--- config.mk ---
export PLATFORM = sky130hd
export DESIGN_NAME = block_buffer_cache_lru_unit
export DESIGN_NICKNAME = d
export VERILOG_FILES = /design/src/hdl/bclru_pkg.sv /design/src/hdl/block_buffer_cache_lru_unit.sv
export SDC_FILE = /design/constraint.sdc
export NUM_CORES = 2
export LEC_CHECK = 0
export BUFFER_PORTS_ARGS = -buffer_cell sky130_fd_sc_hd__buf_2
export CAP_MARGIN = 10
export CORE_MARGIN = 8
export CORE_UTILIZATION = 50
export CTS_CLUSTER_SIZE = 30
export DETAILED_ROUTE_END_ITERATION = 16
export PLACE_DENSITY_LB_ADDON = 0.15
export SETUP_SLACK_MARGIN = 0.5
export SYNTH_ARGS = -nofsm -noshare
export SYNTH_HDL_FRONTEND = slang
export SYNTH_SLANG_ARGS = --single-unit
--- constraint.sdc ---
create_clock -name clk -period 7.15 [get_ports clk]
set_input_delay 1.43 -clock clk [delete_from_list [all_inputs] [get_ports clk]]
set_output_delay 1.43 -clock clk [all_outputs]
set_load 0.005 [all_outputs]
--- src/hdl/bclru_pkg.sv ---
// Shared types and constants for the buffer cache tag and replacement engine.
package bclru_pkg;

	localparam logic [31:0] LAST_USE_NONE = 32'hFFFF_FFFF;
	localparam logic [7:0]  REFS_MAX      = 8'hFF;
	localparam logic [7:0]  REFS_ONE      = 8'h01;

	typedef enum logic [1:0] {
		ACT_ACQUIRE = 2'd0,
		ACT_RELEASE = 2'd1,
		ACT_PIN     = 2'd2,
		ACT_UNPIN   = 2'd3
	} action_t;

	typedef enum logic [1:0] {
		STS_HIT       = 2'd0,
		STS_MISS      = 2'd1,
		STS_FULL      = 2'd2,
		STS_COUNT_ERR = 2'd3
	} status_t;

	typedef struct packed {
		action_t     action;
		logic [7:0]  device;
		logic [31:0] block_number;
		logic [4:0]  buffer_slot;
		logic [31:0] tick;
	} req_t;

	typedef struct packed {
		status_t    status;
		logic [4:0] slot;
		logic       needs_read;
	} rsp_t;

	typedef struct packed {
		logic [7:0]  device;
		logic [31:0] block_number;
		logic [7:0]  refs;
		logic [31:0] last_use;
		logic        data_valid;
	} entry_t;

	typedef enum logic [2:0] {
		S_IDLE,
		S_SCAN,
		S_DRAIN,
		S_SLOT_RD,
		S_UPDATE
	} state_t;

endpackage

--- src/hdl/block_buffer_cache_lru_unit.sv ---
// Top level of the buffer cache tag and replacement engine.
//
//  channel | direction | handshake             | payload
//  --------+-----------+-----------------------+---------------------------------
//  req     | in        | req_valid / req_ready | action, device, block, slot, tick
//  rsp     | out       | rsp_valid / rsp_ready | status, slot, needs_read
//
// Acquire: the entry memory is swept one entry a cycle through one tag/last-use
// compare unit, its registered read port setting the pace.
// Release, pin and unpin: at most one read and one write of the entry.
// Reset clears the per-entry written bits at once; unwritten entries read as zero.
// The result sits in an output register; only a new result waits on rsp_ready.
module block_buffer_cache_lru_unit
	import bclru_pkg::*;
#(
	parameter int BUF_COUNT = 32
) (
	input  logic clk,
	input  logic arst_n,
	input  logic req_valid,
	output logic req_ready,
	input  req_t req,
	output logic rsp_valid,
	input  logic rsp_ready,
	output rsp_t rsp
);

	localparam int IW = (BUF_COUNT > 1) ? $clog2(BUF_COUNT) : 1;

	state_t state_q, state_d;

	// request captured at transfer
	action_t     act_q;
	logic [7:0]  dev_q;
	logic [31:0] blk_q;
	logic [31:0] tick_q;
	logic [IW-1:0] slot_q;
	logic        range_err_q;

	// entry store: memory plus one written bit per entry
	entry_t mem_q [BUF_COUNT];
	logic [BUF_COUNT-1:0] written_q;
	entry_t   rd_data_q;
	logic     rd_wr_q;
	entry_t   rd_ent;

	// sequencer controls
	logic          rd_en;
	logic [IW-1:0] rd_addr;
	logic          upd_go;
	logic          scan_last;
	logic [IW-1:0] scan_q;

	// compare pipeline stage
	logic          cmp_vld_s1;
	logic [IW-1:0] cmp_idx_s1;

	// scan results
	logic          hit_found_q;
	logic [IW-1:0] hit_idx_q;
	entry_t        hit_ent_q;
	logic          pick_found_q;
	logic [IW-1:0] pick_idx_q;
	logic [31:0]   best_q;

	// update datapath
	logic          we;
	logic [IW-1:0] waddr;
	entry_t        wdata;
	rsp_t          result;

	logic rsp_valid_q;
	rsp_t rsp_q;
	logic out_free;
	logic accept;
	logic slot_oob;

	assign out_free  = !rsp_valid_q || rsp_ready;
	assign accept    = req_valid && req_ready;
	assign scan_last = (scan_q == IW'(BUF_COUNT - 1));
	assign slot_oob  = (9'(req.buffer_slot) >= 9'(BUF_COUNT));
	assign rd_ent    = rd_wr_q ? rd_data_q : '0;

	// next state
	always_comb begin
		state_d = state_q;
		case (state_q)
			S_IDLE: begin
				if (req_valid) begin
					if (req.action == ACT_ACQUIRE) begin
						state_d = S_SCAN;
					end else if (slot_oob) begin
						state_d = S_UPDATE;
					end else begin
						state_d = S_SLOT_RD;
					end
				end
			end
			S_SCAN: begin
				if (scan_last) begin
					state_d = S_DRAIN;
				end
			end
			S_DRAIN:   state_d = S_UPDATE;
			S_SLOT_RD: state_d = S_UPDATE;
			S_UPDATE: begin
				if (out_free) begin
					state_d = S_IDLE;
				end
			end
			default:   state_d = S_IDLE;
		endcase
	end

	// sequencer outputs
	always_comb begin
		req_ready = 1'b0;
		rd_en     = 1'b0;
		rd_addr   = scan_q;
		upd_go    = 1'b0;
		case (state_q)
			S_IDLE:  req_ready = 1'b1;
			S_SCAN: begin
				rd_en   = 1'b1;
				rd_addr = scan_q;
			end
			S_SLOT_RD: begin
				rd_en   = 1'b1;
				rd_addr = slot_q;
			end
			S_UPDATE: upd_go = out_free;
			default: ;
		endcase
	end

	always_ff @(posedge clk or negedge arst_n) begin
		if (!arst_n) begin
			state_q <= S_IDLE;
		end else begin
			state_q <= state_d;
		end
	end

	// request capture and sweep counter
	always_ff @(posedge clk) begin
		if (accept) begin
			act_q       <= req.action;
			dev_q       <= req.device;
			blk_q       <= req.block_number;
			tick_q      <= req.tick;
			slot_q      <= IW'(req.buffer_slot);
			range_err_q <= slot_oob;
			scan_q      <= '0;
		end else if (state_q == S_SCAN) begin
			scan_q <= scan_q + 1'b1;
		end
	end

	// entry memory: one write port, one registered read port
	always_ff @(posedge clk) begin
		if (we) begin
			mem_q[waddr] <= wdata;
		end
		if (rd_en) begin
			rd_data_q <= mem_q[rd_addr];
			rd_wr_q   <= written_q[rd_addr];
		end
	end

	always_ff @(posedge clk or negedge arst_n) begin
		if (!arst_n) begin
			written_q  <= '0;
			cmp_vld_s1 <= 1'b0;
		end else begin
			if (we) begin
				written_q[waddr] <= 1'b1;
			end
			cmp_vld_s1 <= (state_q == S_SCAN);
		end
	end

	always_ff @(posedge clk) begin
		cmp_idx_s1 <= scan_q;
	end

	// shared compare unit: later tag match overrides, strict less keeps lowest index
	always_ff @(posedge clk) begin
		if (accept) begin
			hit_found_q  <= 1'b0;
			pick_found_q <= 1'b0;
			best_q       <= LAST_USE_NONE;
		end else if (cmp_vld_s1) begin
			if (rd_ent.device == dev_q && rd_ent.block_number == blk_q) begin
				hit_found_q <= 1'b1;
				hit_idx_q   <= cmp_idx_s1;
				hit_ent_q   <= rd_ent;
			end
			if (rd_ent.refs == 8'd0 && rd_ent.last_use < best_q) begin
				pick_found_q <= 1'b1;
				pick_idx_q   <= cmp_idx_s1;
				best_q       <= rd_ent.last_use;
			end
		end
	end

	// update and result
	always_comb begin
		we     = 1'b0;
		waddr  = slot_q;
		wdata  = rd_ent;
		result = '{status: STS_COUNT_ERR, slot: 5'd0, needs_read: 1'b0};
		case (act_q)
			ACT_ACQUIRE: begin
				if (hit_found_q) begin
					if (hit_ent_q.refs != REFS_MAX) begin
						waddr            = hit_idx_q;
						wdata            = hit_ent_q;
						wdata.refs       = hit_ent_q.refs + 8'd1;
						wdata.data_valid = 1'b1;
						we               = upd_go;
						result = '{status: STS_HIT, slot: 5'(hit_idx_q),
							needs_read: !hit_ent_q.data_valid};
					end
				end else if (pick_found_q) begin
					waddr  = pick_idx_q;
					wdata  = '{device: dev_q, block_number: blk_q, refs: REFS_ONE,
						last_use: tick_q, data_valid: 1'b1};
					we     = upd_go;
					result = '{status: STS_MISS, slot: 5'(pick_idx_q), needs_read: 1'b1};
				end else begin
					result.status = STS_FULL;
				end
			end
			ACT_PIN: begin
				if (!range_err_q && rd_ent.refs != REFS_MAX) begin
					wdata.refs    = rd_ent.refs + 8'd1;
					we            = upd_go;
					result.status = STS_HIT;
				end
			end
			ACT_RELEASE, ACT_UNPIN: begin
				if (!range_err_q && rd_ent.refs != 8'd0) begin
					wdata.refs = rd_ent.refs - 8'd1;
					if (act_q == ACT_RELEASE) begin
						wdata.last_use = tick_q;
					end
					we            = upd_go;
					result.status = STS_HIT;
				end
			end
			default: ;
		endcase
	end

	// output register
	always_ff @(posedge clk or negedge arst_n) begin
		if (!arst_n) begin
			rsp_valid_q <= 1'b0;
		end else if (upd_go) begin
			rsp_valid_q <= 1'b1;
		end else if (rsp_ready) begin
			rsp_valid_q <= 1'b0;
		end
	end

	always_ff @(posedge clk) begin
		if (upd_go) begin
			rsp_q <= result;
		end
	end

	assign rsp_valid = rsp_valid_q;
	assign rsp       = rsp_q;

endmodule

==> results.sh <==
export IMPL_period_needed_ps=5580
export IMPL_synth_common_cells="edfxtp_1 (2852), nand2_1 (1476), nand3_1 (607), clkbuf_1 (301), mux4_2 (253)"
export IMPL_ys_types=70
export IMPL_antenna_found_initial=8
export IMPL_status="complete, no violations"
export IMPL_routed_via_density=6.39
export IMPL_io_buffer_count=92
export IMPL_p_leak_nw=43.3
export IMPL_die_area_um2=246000
export IMPL_synth_cells=7380
export IMPL_grt_pass1_wl_mm=487
export IMPL_cts_setup_buffers=0
export IMPL_reg2reg_slack_ps=1570
export IMPL_vias=69000
export IMPL_synth_seq_area_share=0.759
export IMPL_synth_edff_count=2852
export IMPL_worstHoldPathType="flip-flop to flip-flop"
export IMPL_hold_viol_final=0
export IMPL_die_y_um=496
export IMPL_dr_pass1_iters=11
export IMPL_drtIter0Drc=9287
export IMPL_async_flop_share=0.0126
export IMPL_powerDensity_nw_per_um2=411
export IMPL_synth_top_area_share=0.744
export IMPL_reg2reg_depth=8
export IMPL_path_max_fanout=33
export IMPL_grt_max_degree=138
export IMPL_vdd_drop_max_mv=0.374
export IMPL_criticalPathCategory="flip-flop to flip-flop"
export IMPL_cp_end_kind="flip-flop"
export IMPL_syn_nets=7499
export IMPL_overflow=0
export IMPL_drv_slew=0
export IMPL_hpwl_mm=193
export IMPL_grt_pass1_vias=66900
export IMPL_cp_startpoint="act_q[1]"
export IMPL_cts_tree="done"
export IMPL_post_cts_resized=0
export IMPL_max_freq_mhz=179
export IMPL_cts_sinks=2933
export IMPL_synth_seq_cells=2933
export IMPL_initial_core_util=0.502
export IMPL_rows=176
export IMPL_nNetsFinal=7662
export IMPL_ys_warnings_count=0
export IMPL_r2r_start="act_q[1]"
export IMPL_ctsHoldBuffers=0
export IMPL_tightest_slew_ps=1270
export IMPL_cts_root_buf="clkbuf_16"
export IMPL_pin_count=93
export IMPL_drc=0
export IMPL_gp_congestion=0.857
export IMPL_period_share=0.780
export IMPL_synth_area_leaders="edfxtp_1 (74%), mux4_2 (4.9%), nand2_1 (4.8%)"
export IMPL_die_x_um=496
export IMPL_p_total_mw=53.4
export IMPL_path_clk_slew_ps=60
export IMPL_wl_per_cell_um=31.6
export IMPL_cp_arrival_ps=6090
export IMPL_drv_cap=0
export IMPL_placeableCoreArea_um2=229000
export IMPL_skew_ps=78.8
export IMPL_yosysMostFrequentCell="edfxtp_1"
export IMPL_timing_setup_tns_ps=0
export IMPL_r2r_end="mem_q[31][1]"
export IMPL_fill_cells=17700
export IMPL_synth_area_leader_cell="edfxtp_1"
export IMPL_area_growth_syn_to_layout_pct=12.8
export IMPL_grt_setup_unrepaired="no"
export IMPL_h_tree_depth=5
export IMPL_multiInputGateArea_um2=26000
export IMPL_track_usage=0.273
export IMPL_slew_headroom=0.148
export IMPL_yosys_most_used_dff="edfxtp_1"
export IMPL_wl_mm=342
export IMPL_layout_drive_gt1_share=0.146
export IMPL_numCtsBuffers=316
export IMPL_clkLatencyLatePin_ps=960
export IMPL_clockBufferDepth=4
export IMPL_start_kind="flip-flop"
export IMPL_synth_avg_cell_area_um2=15.6
export IMPL_area_sequential_um2=87500
export IMPL_setup_violations=0
export IMPL_worstSetupEndpoint="mem_q[31][1]"
export IMPL_syn_area_um2=115000
export IMPL_required_ps=7670
export IMPL_postRouteAntennaNets=0
layout by cell type, fill, tap and decap left out, types with 14 or more instances in the layout:
| cell type | Yosys | final |
|---|---|---|
| edfxtp_1 | 2852 | 2852 |
| clkinv_1 | 2 | 55 |
| or2_2 | 25 | 25 |
| clkinv_2 | 0 | 43 |
| a311o_1 | 50 | 50 |
| mux2i_1 | 101 | 98 |
| a32oi_1 | 42 | 42 |
| o221ai_1 | 105 | 99 |
| a31oi_1 | 133 | 133 |
| buf_12 | 0 | 48 |
| and2_1 | 42 | 42 |
| buf_2 | 84 | 92 |
| dfrtp_1 | 37 | 37 |
| nand3_1 | 607 | 607 |
| and3_1 | 29 | 29 |
| mux4_2 | 253 | 253 |
| ha_1 | 36 | 36 |
| inv_1 | 134 | 134 |
| o31ai_1 | 14 | 14 |
| nor2_4 | 0 | 46 |
| a21oi_1 | 135 | 126 |
| nor2_1 | 113 | 66 |
| a22oi_1 | 69 | 68 |
| o22ai_1 | 33 | 33 |
| nand2_1 | 1476 | 1475 |
| o21ai_0 | 119 | 96 |
| o211ai_1 | 34 | 34 |
| clkbuf_16 | 0 | 327 |
| a22o_1 | 25 | 25 |
| a22oi_2 | 38 | 39 |
| buf_4 | 12 | 160 |
| xnor2_1 | 19 | 19 |
| clkbuf_1 | 301 | 74 |
| dfxtp_1 | 44 | 43 |
| a222oi_1 | 43 | 43 |
| o22a_1 | 22 | 22 |
| bufinv_16 | 0 | 14 |
| nand4_1 | 142 | 142 |
worst max-delay path: stages (launching register included):
cell and delay, ps:
edfxtp_1 670, or2_1 600, a211oi_4 610, buf_4 450, a222oi_1 200, nor3_1 320, nand2b_1 560, nor2_4 990
buf_4 700
how the worst min path moves through the flow:
stage	from	slack, ps	end	depth (start not counted)
5_1_grt	cmp_idx_s1[4]	440	pick_idx_q[4]	0
3_3_place_gp	scan_q[0]	410	cmp_idx_s1[0]	0
2_1_floorplan	scan_q[1]	350	cmp_idx_s1[1]	0
4_1_cts	cmp_idx_s1[4]	430	pick_idx_q[4]	0
6_report	cmp_idx_s1[4]	430	pick_idx_q[4]	0
3_5_place_dp	cmp_idx_s1[4]	420	pick_idx_q[4]	0
report_power, final:
group	internal (mW)	total, mW	switching [mW]
clock network	8.90	15.4	6.51
registers	22.4	23.2	0.860
logic	4.06	14.8	10.7
logic make-up (layout without fill, tap and decap cells):
family,after synthesis,in the layout,synth area share
multiplexers,360,360,0.0589
other,0,10,0
adder cells (fa/ha/maj),36,36,0.00391
flip-flops,2933,2933,0.759
buffers and inverters,593,976,0.0214
XOR/XNOR,25,25,0.00190
AO/OA/AOI/OAI,916,916,0.0587
AND/OR/NAND/NOR,2517,2517,0.0959
state kept, by name (all words and copies together) (netlist names), 2 cells and up:
name,cells
act_q,2
best_q,32
blk_q,32
cmp_idx_s1,5
dev_q,8
hit_ent_q,81
hit_idx_q,5
mem_q,2592
pick_idx_q,5
rd_data_q,81
rsp,8
scan_q,5
slot_q,5
state_q,3
tick_q,32
written_q,32
final cells by class:
class                      instances  area share
multi-input combinational       3854       0.200
antenna                           10    0.000193
timing repair buffer             302      0.0205
clock inverter                   131     0.00783
inverter                         136     0.00395
tap                             3026      0.0291
clock buffer                     407      0.0657
sequential                      2933       0.673
per-layer routing:
layer  up-vias  GRT usage  routed length [µm]
li1      28900          -                   -
met1     35800      0.381              135000
met2      3552      0.435              162000
met3       646     0.0451               30100
met4         2      0.105               14500
met5         -          0                  18
per-stage QoR:
stage,cell area [µm²],setup WS [ps],utilization,hold slack [ps],instances
after CTS,130000,1710,0.566,430,10800
after detailed placement,120000,1750,0.524,416,10200
after global placement,120000,1780,0.524,406,10200
after floorplan,115000,1010,-,353,7380
after global routing,130000,1510,0.566,440,10800
final,130000,1570,0.566,433,10800
Power figures use the tool's default switching activity.
